### config.mk
export PLATFORM = sky130hd
export DESIGN_NAME = psu_ctrl
export DESIGN_NICKNAME = d
export VERILOG_FILES = /design/src/hdl/psu_pkg.sv /design/src/hdl/psu_ctrl.sv
export SDC_FILE = /design/constraint.sdc
export NUM_CORES = 1
export LEC_CHECK = 0
export BUFFER_PORTS_ARGS = -buffer_cell sky130_fd_sc_hd__buf_2
export CORE_ASPECT_RATIO = 0.9
export CORE_MARGIN = 2
export CORE_UTILIZATION = 55
export DETAILED_ROUTE_END_ITERATION = 10
export MAX_ROUTING_LAYER = met4
export PLACE_DENSITY_LB_ADDON = 0.08
export SETUP_SLACK_MARGIN = 0.4
export SYNTH_ARGS = -nofsm -noshare
export SYNTH_HDL_FRONTEND = slang
export SYNTH_SLANG_ARGS = --single-unit
### constraint.sdc
create_clock -name clk -period 2.4 [get_ports clk]
set_input_delay 0.36 -clock clk [delete_from_list [all_inputs] [get_ports clk]]
set_output_delay 0.36 -clock clk [all_outputs]
set_load 0.01 [all_outputs]
### src/hdl/psu_pkg.sv
// Shared types and constants for the particle swarm update engine.
// Depends on nothing; imported by psu_ctrl, psu_dp, the top level and the bench.
package psu_pkg;

  localparam int MAX_PARTICLES = 64;
  localparam int MAX_AXES      = 8;
  localparam int PA_W          = $clog2(MAX_PARTICLES);
  localparam int AXIS_W        = (MAX_AXES > 1) ? $clog2(MAX_AXES) : 1;
  localparam int ADDR_W        = PA_W + AXIS_W;

  localparam logic signed [31:0] COST_NONE = 32'sh7FFF_FFFF;

  typedef enum logic [1:0] {
    OP_LIMITS = 2'd0,
    OP_INIT   = 2'd1,
    OP_COST   = 2'd2,
    OP_UPDATE = 2'd3
  } opcode_t;

  typedef enum logic [2:0] {
    REG_AXES   = 3'd0,
    REG_WEIGHT = 3'd1,
    REG_C1     = 3'd2,
    REG_C2     = 3'd3,
    REG_TARGET = 3'd4
  } cfg_reg_t;

  typedef struct packed {
    opcode_t            opcode;
    logic [5:0]         particle_index;
    logic [2:0]         axis_index;
    logic signed [31:0] limit_first;
    logic signed [31:0] limit_second;
    logic signed [31:0] cost;
    logic [15:0]        rand_one;
    logic [15:0]        rand_two;
  } in_item_t;

  typedef struct packed {
    logic [2:0]         out_axis;
    logic signed [31:0] new_position;
    logic signed [31:0] best_cost;
    logic               target_reached;
    logic               status;
    logic               last;
  } out_item_t;

  typedef struct packed {
    logic [3:0]         axes_in_use;
    logic [15:0]        inertia_weight;
    logic [15:0]        self_gain;
    logic [15:0]        swarm_gain;
    logic signed [31:0] target_cost;
  } cfg_t;

  typedef enum logic [4:0] {
    STEP_NONE     = 5'd0,
    STEP_LOAD     = 5'd1,
    STEP_LIMITS   = 5'd2,
    STEP_INIT_MUL = 5'd3,
    STEP_INIT_WR  = 5'd4,
    STEP_PBC_RD   = 5'd5,
    STEP_CMP      = 5'd6,
    STEP_COPY_RD  = 5'd7,
    STEP_COPY_WR  = 5'd8,
    STEP_K1       = 5'd9,
    STEP_K2       = 5'd10,
    STEP_RD       = 5'd11,
    STEP_M1       = 5'd12,
    STEP_M2       = 5'd13,
    STEP_M3       = 5'd14,
    STEP_M4       = 5'd15,
    STEP_UPD      = 5'd16
  } dp_step_t;

  typedef struct packed {
    dp_step_t step;
    logic     emit;
    logic     next_axis;
  } cmd_t;

  typedef struct packed {
    opcode_t op;
    logic    err;
    logic    axis_last;
    logic    copy_any;
    logic    out_busy;
  } stat_t;

endpackage

### src/hdl/psu_ctrl.sv
// Sequencer for the particle swarm update engine: walks each opcode
// through its datapath steps. Depends on psu_pkg.
module psu_ctrl import psu_pkg::*; (
  input  logic  clk,
  input  logic  rst_n,
  input  logic  in_valid,
  output logic  in_ready,
  input  stat_t st,
  output cmd_t  cmd
);

  typedef enum logic [17:0] {
    S_IDLE = 18'h00001,
    S_DEC  = 18'h00002,
    S_LIM  = 18'h00004,
    S_IMUL = 18'h00008,
    S_IWR  = 18'h00010,
    S_PRD  = 18'h00020,
    S_CMP  = 18'h00040,
    S_CRD  = 18'h00080,
    S_CWR  = 18'h00100,
    S_K1   = 18'h00200,
    S_K2   = 18'h00400,
    S_RD   = 18'h00800,
    S_M1   = 18'h01000,
    S_M2   = 18'h02000,
    S_M3   = 18'h04000,
    S_M4   = 18'h08000,
    S_UPD  = 18'h10000,
    S_WAIT = 18'h20000
  } state_t;

  state_t state_r, state_nxt;

  assign in_ready = (state_r == S_IDLE);

  always_comb begin
    state_nxt     = state_r;
    cmd.step      = STEP_NONE;
    cmd.emit      = 1'b0;
    cmd.next_axis = 1'b0;
    case (state_r)
      S_IDLE: begin
        if (in_valid) begin
          cmd.step  = STEP_LOAD;
          state_nxt = S_DEC;
        end
      end
      S_DEC: begin
        if (st.err) begin
          cmd.emit  = 1'b1;
          state_nxt = S_WAIT;
        end else begin
          case (st.op)
            OP_LIMITS: state_nxt = S_LIM;
            OP_INIT:   state_nxt = S_IMUL;
            OP_COST:   state_nxt = S_PRD;
            OP_UPDATE: state_nxt = S_K1;
            default:   state_nxt = S_IDLE;
          endcase
        end
      end
      S_LIM: begin
        cmd.step  = STEP_LIMITS;
        cmd.emit  = 1'b1;
        state_nxt = S_WAIT;
      end
      S_IMUL: begin
        cmd.step  = STEP_INIT_MUL;
        state_nxt = S_IWR;
      end
      S_IWR: begin
        cmd.step  = STEP_INIT_WR;
        cmd.emit  = 1'b1;
        state_nxt = S_WAIT;
      end
      S_PRD: begin
        cmd.step  = STEP_PBC_RD;
        state_nxt = S_CMP;
      end
      S_CMP: begin
        cmd.step = STEP_CMP;
        if (st.copy_any) begin
          state_nxt = S_CRD;
        end else begin
          cmd.emit  = 1'b1;
          state_nxt = S_WAIT;
        end
      end
      S_CRD: begin
        cmd.step  = STEP_COPY_RD;
        state_nxt = S_CWR;
      end
      S_CWR: begin
        cmd.step = STEP_COPY_WR;
        if (st.axis_last) begin
          cmd.emit  = 1'b1;
          state_nxt = S_WAIT;
        end else begin
          cmd.next_axis = 1'b1;
          state_nxt     = S_CRD;
        end
      end
      S_K1: begin
        cmd.step  = STEP_K1;
        state_nxt = S_K2;
      end
      S_K2: begin
        cmd.step  = STEP_K2;
        state_nxt = S_RD;
      end
      S_RD: begin
        cmd.step  = STEP_RD;
        state_nxt = S_M1;
      end
      S_M1: begin
        cmd.step  = STEP_M1;
        state_nxt = S_M2;
      end
      S_M2: begin
        cmd.step  = STEP_M2;
        state_nxt = S_M3;
      end
      S_M3: begin
        cmd.step  = STEP_M3;
        state_nxt = S_M4;
      end
      S_M4: begin
        cmd.step  = STEP_M4;
        state_nxt = S_UPD;
      end
      S_UPD: begin
        cmd.step  = STEP_UPD;
        cmd.emit  = 1'b1;
        state_nxt = S_WAIT;
      end
      S_WAIT: begin
        // hold until the result beat has left the output register
        if (!st.out_busy) begin
          if (st.op == OP_UPDATE && !st.err && !st.axis_last) begin
            cmd.next_axis = 1'b1;
            state_nxt     = S_RD;
          end else begin
            state_nxt = S_IDLE;
          end
        end
      end
      default: state_nxt = S_IDLE;
    endcase
  end

  always_ff @(posedge clk) begin
    if (!rst_n) begin
      state_r <= S_IDLE;
    end else begin
      state_r <= state_nxt;
    end
  end

endmodule

Word level (Yosys, flattened, before mapping)
Index checks and enable logic that the tools add are counted.
{"block": "totals", "regBits": 18, "output_inout_bits": 8, "word_cells": 49}
{"block": "op_classes", "eq_ne": 23, "muxes": 18, "reduce_logical": 7}
{"cell": "18-bit one-hot mux with 16 select lines", "count": 1}
{"cell": "18-bit 2-to-1 mux", "count": 5}
{"cell": "5-bit one-hot mux with 16 select lines", "count": 1}
{"cell": "18-bit one-hot mux with 4 select lines", "count": 1}
{"cell": "18-bit by 1-bit equality test with 1-bit output, second input constant", "count": 1}
{"cell": "18-bit by 10-bit equality test with 1-bit output, second input constant", "count": 1}
{"cell": "18-bit by 11-bit equality test with 1-bit output, second input constant", "count": 1}
{"cell": "18-bit by 12-bit equality test with 1-bit output, second input constant", "count": 1}
{"cell": "18-bit by 13-bit equality test with 1-bit output, second input constant", "count": 1}
{"cell": "18-bit by 14-bit equality test with 1-bit output, second input constant", "count": 1}
{"cell": "18-bit by 15-bit equality test with 1-bit output, second input constant", "count": 1}
{"cell": "18-bit by 16-bit equality test with 1-bit output, second input constant", "count": 1}
{"cell": "18-bit by 17-bit equality test with 1-bit output, second input constant", "count": 1}
{"cell": "18-bit equality test, second input constant", "count": 1}
{"cell": "18-bit by 2-bit equality test with 1-bit output, second input constant", "count": 1}
{"cell": "18-bit by 3-bit equality test with 1-bit output, second input constant", "count": 1}
{"cell": "18-bit by 4-bit equality test with 1-bit output, second input constant", "count": 1}
{"cell": "18-bit by 5-bit equality test with 1-bit output, second input constant", "count": 1}
{"cell": "18-bit by 6-bit equality test with 1-bit output, second input constant", "count": 1}
{"cell": "18-bit by 7-bit equality test with 1-bit output, second input constant", "count": 1}
{"cell": "18-bit by 8-bit equality test with 1-bit output, second input constant", "count": 1}
{"cell": "18-bit by 9-bit equality test with 1-bit output, second input constant", "count": 1}
{"cell": "12-bit 2-to-1 mux", "count": 1}
{"cell": "1-bit 2-to-1 mux", "count": 7}
{"cell": "10 further kinds", "count": 14}

Depth between registers and ports, before layout
Gate-level depths: netlist of run 1.
{"block": "depth", "ltp_word": 6, "depth_mapped": 7, "depth_no_buf": 5}

Worst setup path after synthesis of run 1
Ideal clock, no wire load.
{"block": "synth_timing", "path_type": "register -> output", "start": "reg state_r[12]", "end": "out cmd[2] (netlist name)", "arrival_time_ns": 1.747, "slack_ns": 0.293, "path_stages_with_launch": 7, "cell_sequence": "dfxtp_1 -> clkbuf_1 -> nor4_4 -> nand4_1 -> or4_4 -> and2_0 -> nand4_1"}
{"element": "start, declared", "line": "psu_ctrl.sv:33", "source": "state_t state_r, state_nxt;"}
{"element": "start signal, assigned", "line": "psu_ctrl.sv:156", "source": "state_r <= state_nxt;"}
{"element": "end, declared", "line": "psu_ctrl.sv:9", "source": "output cmd_t cmd"}

==> impl_results.md, run 1 <==
- Synth top area share: 0.2945
- Initial core utilization: 0.5713
- Synth cell count leaders: 18 x dfxtp_1, 18 x nor2_1, 9 x nor3_1
- Max Used Layer: met4
- Worst hold path class: primary input to flip-flop
- Final ANT Viol Nets: 0
- Met3 WL: 312 um
- Main synth FF type: dfxtp_1
- H-tree depth: 1
- Max cap viols: 0
- Largest net degree at the start of global routing: 12
- # port buffers: 16
- Core Area: 0.002142 sq mm
- RSZ-0062 raised after global routing: true
- Distinct cells, synth: 49
- Period utilization: 1.017
- Status: finished, violations left
- DP Wirelength: 2314 um
- Biggest regs: state_r: 18 flops
- Leak: 0.0006467 uW
- Post-synthesis sequential area ratio: 0.2945
- Peak VDD IR: 429.2 uV
- WS Path Type: flip-flop to output port
- Req. time, crit path: 2.04 ns
- Num ports: 17
- Mapped cell area: 0.001224 sq mm
- Hold WS: 0.2506 ns
- Reg with most FFs: state_r
- Synth warn: 0
- Total GRT Usage: 0.3222
- WL met2: 2002 um
- Diode count: 0
- DIE HEIGHT: 48.75 um
- Crit path time final: 2.441 ns
- Clock Skews: 0.01194 ns
- EDFF count, synth: 0
- First-pass GRT wire length: 6078 um
- TritonCTS Sinks: 18
- Mapped Nets: 152
- Final setup viols: 3
- GR Overflow Total: 0
- Clock transition at the registers of the reported paths: 0.11 ns
- CTS tree: done
- Via count: 1,367
- Clock latency at the later pin of the worst-skew pair: 0.31 ns
- CP Capture Type: output port
- Filler cells: 143
- Mapped Avg Cell Area: 8.557 sq um
- Vias/cell: 6.418
- Largest register FFs: 18
- DR iter-0 viols: 46
- Synth area leaders: dfxtp_1 29%, nor4_4 7.0%, nor2_1 5.5%, nor4_1 4.1%, nor3_1 3.7%
- Yosys reg bits: 18
- Area delta synth->final: 40.90%
- Pre-antenna DRT Iters: 5
- Final #Nets: 196
- Final WL: 4026 um
- Worst-margin pin slew: 0.4273 ns
- Final slew viol count: 0
- Worst-case reg-to-reg path depth: 8
- Clock root buffer: clkbuf_4
- Final Hold Viols: 0
- Data arrival, critical path: 2.08 ns
- CP max FO: 8
- TritonCTS Buffers: 3
- Overall Power: 659.8 uW
- Asr flop ratio synth: 0
- Initial antenna violation count: 0
- CTS Buffer Depth: 2
- # DRC: 0
- Fraction of layout cells with a size suffix above 1: 0.4946
- Hold Crit Depth: 2
- Area leader, netlist: dfxtp_1
- Die Wd: 53.72 um
- Number of global-route vias before repair: 1,277
- Setup TNS: -0.09397 ns
- Setup crit start kind: flip-flop
- Fmax achieved: 0.4097 GHz
- DIE AREA: 0.002619 sq mm
- Relative slew margins: 0.7112
- Synth Instances: 143
- Post-CTS Hold Buffers: 0
- Metal-1 WL: 1591 um
- Failing checks: setup timing
- Post-route worst setup slack: -0.04086 ns
- WL per Instance: 18.90 um
- P per Cell Area: 382.7 mW/mm^2
- Placer Congestion: 0.9383
- Row count: 16
-- power by group --
group	internal, uW	switching [uW]
sequential	298	10.3
clock	92.7	103
combinational	76.7	79.0
-- logic make-up (layout without fill, tap and decap cells) --
group | count (synthesis) | count (layout) | synth area share
compound gates | 21 | 21 | 0.1166
mux | 1 | 1 | 0.008180
flops | 18 | 18 | 0.2945
xor+xnor | 7 | 7 | 0.05010
simple gates | 84 | 84 | 0.4785
buf+inv | 12 | 55 | 0.05214
-- repair_timing --
item                                    CTS  global route
hold endpoints to repair                  0             0
pin swaps                                14             4
gates cloned                              0             0
setup buffers                            19             8
resized for setup                        27            11
endpoints found under the setup margin   20            20
-- cells in the final DEF (no fill, tap or decap), drive strengths merged, types with 2 or more instances in the layout --
cell type,instances
a2111oi,2
a21oi,5
buf,48
clkbuf,4
dfxtp,18
inv,3
nand2,4
nand2b,6
nand3b,5
nand4,8
nand4b,2
nor2,18
nor3,9
nor3b,3
nor4,13
nor4b,2
o21ai,4
or2,2
or3,2
or4,2
xnor2,5
xor2,2
-- per-layer routing --
| layer | GRT usage | vias to the layer above |
|---|---|---|
| li1 | - | 630 |
| met1 | 0.4501 | 632 |
| met2 | 0.4837 | 86 |
| met3 | 0.05556 | 19 |
| met4 | 0.07265 | 0 |
| met5 | - | - |
-- worst paths after layout --
kind	startpoint	end	slack (ns)
worst min-delay path	st[5]	state_r[3]	0.25
worst min register to register	state_r[6]	state_r[8]	0.53
worst max register to register	state_r[8]	state_r[6]	0.21
worst max-delay path	state_r[12]	cmd[2]	-0.04
-- stage by stage --
| stage | cells | area (sq um) | utilization | setup slack, ns |
|---|---|---|---|---|
| global placement | 182 | 1335 | 0.6232 | 0.2240 |
| floorplan | 143 | 1255 | - | 0.3944 |
| detailed placement | 182 | 1335 | 0.6232 | 0.1913 |
| finish | 213 | 1724 | 0.8049 | -0.04086 |
| CTS | 205 | 1613 | 0.7529 | 0.01359 |
| global route | 213 | 1724 | 0.8049 | -0.1303 |
-- worst max-delay path, stage by stage (launching register included) --
cell and delay [ns]:
dfxtp_1 0.42, nor4_1 0.38, nand4_1 0.20, or3b_2 0.54, nand4_1 0.10, buf_2 0.13
-- layout make-up --
| class | instances | area, sq um | share of cell area |
|---|---|---|---|
| multi-input cells | 113 | 925.9 | 0.5370 |
| flip-flops and latches | 18 | 382.9 | 0.2221 |
| repair buffers | 48 | 334.1 | 0.1938 |
| clock buffers | 4 | 36.28 | 0.02105 |
| well taps | 27 | 33.78 | 0.01959 |
| inverters | 3 | 11.26 | 0.006531 |
Note: power is estimated with default switching activity, not from simulation.
==> inputs of run 2 (changes only) <==
--- a/config.mk
+++ b/config.mk
@@ -12,7 +12,7 @@
 export DETAILED_ROUTE_END_ITERATION = 10
 export MAX_ROUTING_LAYER = met4
 export PLACE_DENSITY_LB_ADDON = 0.08
-export SETUP_SLACK_MARGIN = 0.4
+export SETUP_SLACK_MARGIN = 0.02
 export SYNTH_ARGS = -nofsm -noshare
 export SYNTH_HDL_FRONTEND = slang
 export SYNTH_SLANG_ARGS = --single-unit
==> constraint.sdc (replaced) <==
create_clock -name clk -period 3.05 [get_ports clk]
set_input_delay 0.4575 -clock clk [delete_from_list [all_inputs] [get_ports clk]]
set_output_delay 0.4575 -clock clk [all_outputs]
set_load 0.01 [all_outputs]
==> run 2 against run 1 <==
The flow now finishes without violations. Largest power group unchanged. First-iteration DRC count up 6.5%. Utilization down 19 points. Die area unchanged.
==> impl_results.md, run 2 (synthesis gave the netlist of run 1 again) <==
- Status: finished, final reports clean
- WP buf/inv: 1
- Worst hold path class: primary input to flip-flop
- First-pass GRT wire length: 4560 um
- TritonCTS Buffers: 3
- Fmax achieved: 0.3620 GHz
- Biggest regs: state_r: 18 flops
- Setup bufs post-CTS: 0
- Slowest-stage cell, CP: or4_4
- Largest net degree at the start of global routing: 12
- Peak VDD IR: 341.2 uV
- Crit path cell chain: nor4_4 > nand4_1 > or4_4 > and2_0 > nand4_1 > buf_2
- Initial antenna violation count: 0
- Worst r2r src: state_r[10]
- Crit path time final: 2.763 ns
- Reg with most FFs: state_r
- CTS tree: done
- GR Layer Usage met3: 0.06790
- Area delta synth->final: 7.976%
- Clock root buffer: clkbuf_4
- Setup TNS: 0 ns
- Diode count: 0
- # port buffers: 16
- DP Wirelength: 2194 um
- Final WL: 2832 um
- Commonest cells after routing, fill and taps aside: 18 x nor2_1, 18 x dfxtp_1, 16 x buf_2, 9 x nor3_1, 8 x nor4_1
- Num ports: 17
- Clock transition at the registers of the reported paths: 0.09 ns
- M2 GR Usage: 0.3537
- Largest register FFs: 18
- Design area: 0.001321 sq mm
- DIE AREA: 0.002619 sq mm
- Setup crit start kind: flip-flop
- Worst-margin pin slew: 0.4687 ns
- DR iter-0 viols: 49
- TritonCTS Sinks: 18
- CP max FO: 7
- Die Wd: 53.72 um
- GR Layer Usage met1: 0.3456
- Clock latency at the later pin of the worst-skew pair: 0.30 ns
- Final slew viol count: 0
- Fraction of layout cells with a size suffix above 1: 0.2013
- Data arrival, critical path: 2.31 ns
- Period utilization: 0.9057
- Clock Skews: 0.004350 ns
- DIE HEIGHT: 48.75 um
- Initial core utilization: 0.5713
- Top delay family on crit path: simple AND/OR/NAND/NOR gates
- Total GRT Usage: 0.2447
- Max cap viols: 0
- Placement Cell Area: 0.001285 sq mm
- Final setup viols: 0
- Number of global-route vias before repair: 969
- H-tree depth: 1
- Worst reg2reg setup slack: 0.77 ns
- Filler cells: 192
- Req. time, crit path: 2.59 ns
- Hold Crit Endpoint: state_r[2]
- WS Path Type: flip-flop to output port
- Row count: 16
- Pre-antenna DRT Iters: 4
- GRT busiest layer: met2
- Final ANT Viol Nets: 0
- Vias/cell: 6.166
- P per Cell Area: 347.9 mW/mm^2
- CTS Buffer Depth: 2
- GR Overflow Total: 0
- Cell mode on critical path: nand4_1
- Leak: 0.0004624 uW
- Hold Crit Start: st[4]
- Core Area: 0.002142 sq mm
- Post_cts resized: 0
- Relative slew margins: 0.6849
- Worst-case reg-to-reg path depth: 5
- RSZ-0062 raised after global routing: false
- Final Hold Viols: 0
- CP Capture Type: output port
- Max stage delay on crit path: 0.54 ns
- Via count: 1,116
- Hold Crit Depth: 2
- # DRC: 0
- RR Endpoint: state_r[8]
- Utilization after layout: 0.6168
- WL per Instance: 15.65 um
- Final #Nets: 164
- Post-CTS Hold Buffers: 0
- Placer Congestion: 0.9246
[run 2: cell types whose count changed in the layout (fill, tap and decap cells not counted), sizes merged]
| cell | change |
|---|---|
| buf | -32 |
[run 2: per-stage QoR]
step	std cells	power [uW]	setup slack [ns]	hold slack, ns
after floorplan	143	297.8	0.8457	0.5333
after global placement	177	317.3	0.6199	0.5709
after detailed placement	177	317.5	0.6394	0.5871
after CTS	181	464.9	0.2841	0.3411
after global routing	181	482.2	0.1590	0.3506
final	181	459.7	0.2875	0.3529
[run 2: worst max path at each step]
stage,startpoint,endpoint,slack [ns],cells past startpoint
floorplan,state_r[12],cmd[2],0.85,6
global placement,state_r[17],cmd[2],0.62,6
detailed placement,state_r[17],cmd[2],0.64,6
CTS,state_r[17],cmd[2],0.28,6
global route,state_r[17],cmd[2],0.16,6
finish,state_r[8],cmd[2],0.29,6
[run 2: where the power goes]
part | switching [uW] | total (uW) | internal, uW
clock network | 73.4 | 146 | 72.9
registers | 6.51 | 244 | 238
logic | 41.1 | 69.0 | 27.9
[run 2: layout make-up]
cell class | count | area [sq um] | area share
clock buffers | 4 | 36.28 | 0.02746
inverters | 3 | 11.26 | 0.008523
repair buffers | 16 | 80.08 | 0.06061
multi-input cells | 113 | 799.5 | 0.6051
flip-flops and latches | 18 | 360.3 | 0.2727
well taps | 27 | 33.78 | 0.02557
[run 2: layer usage]
metal	vias up	share of wire	wire length, um
li1	570	-	-
met1	501	0.47	1323
met2	41	0.45	1280
met3	4	0.073	206
met4	0	0.0078	22
met5	-	0	0
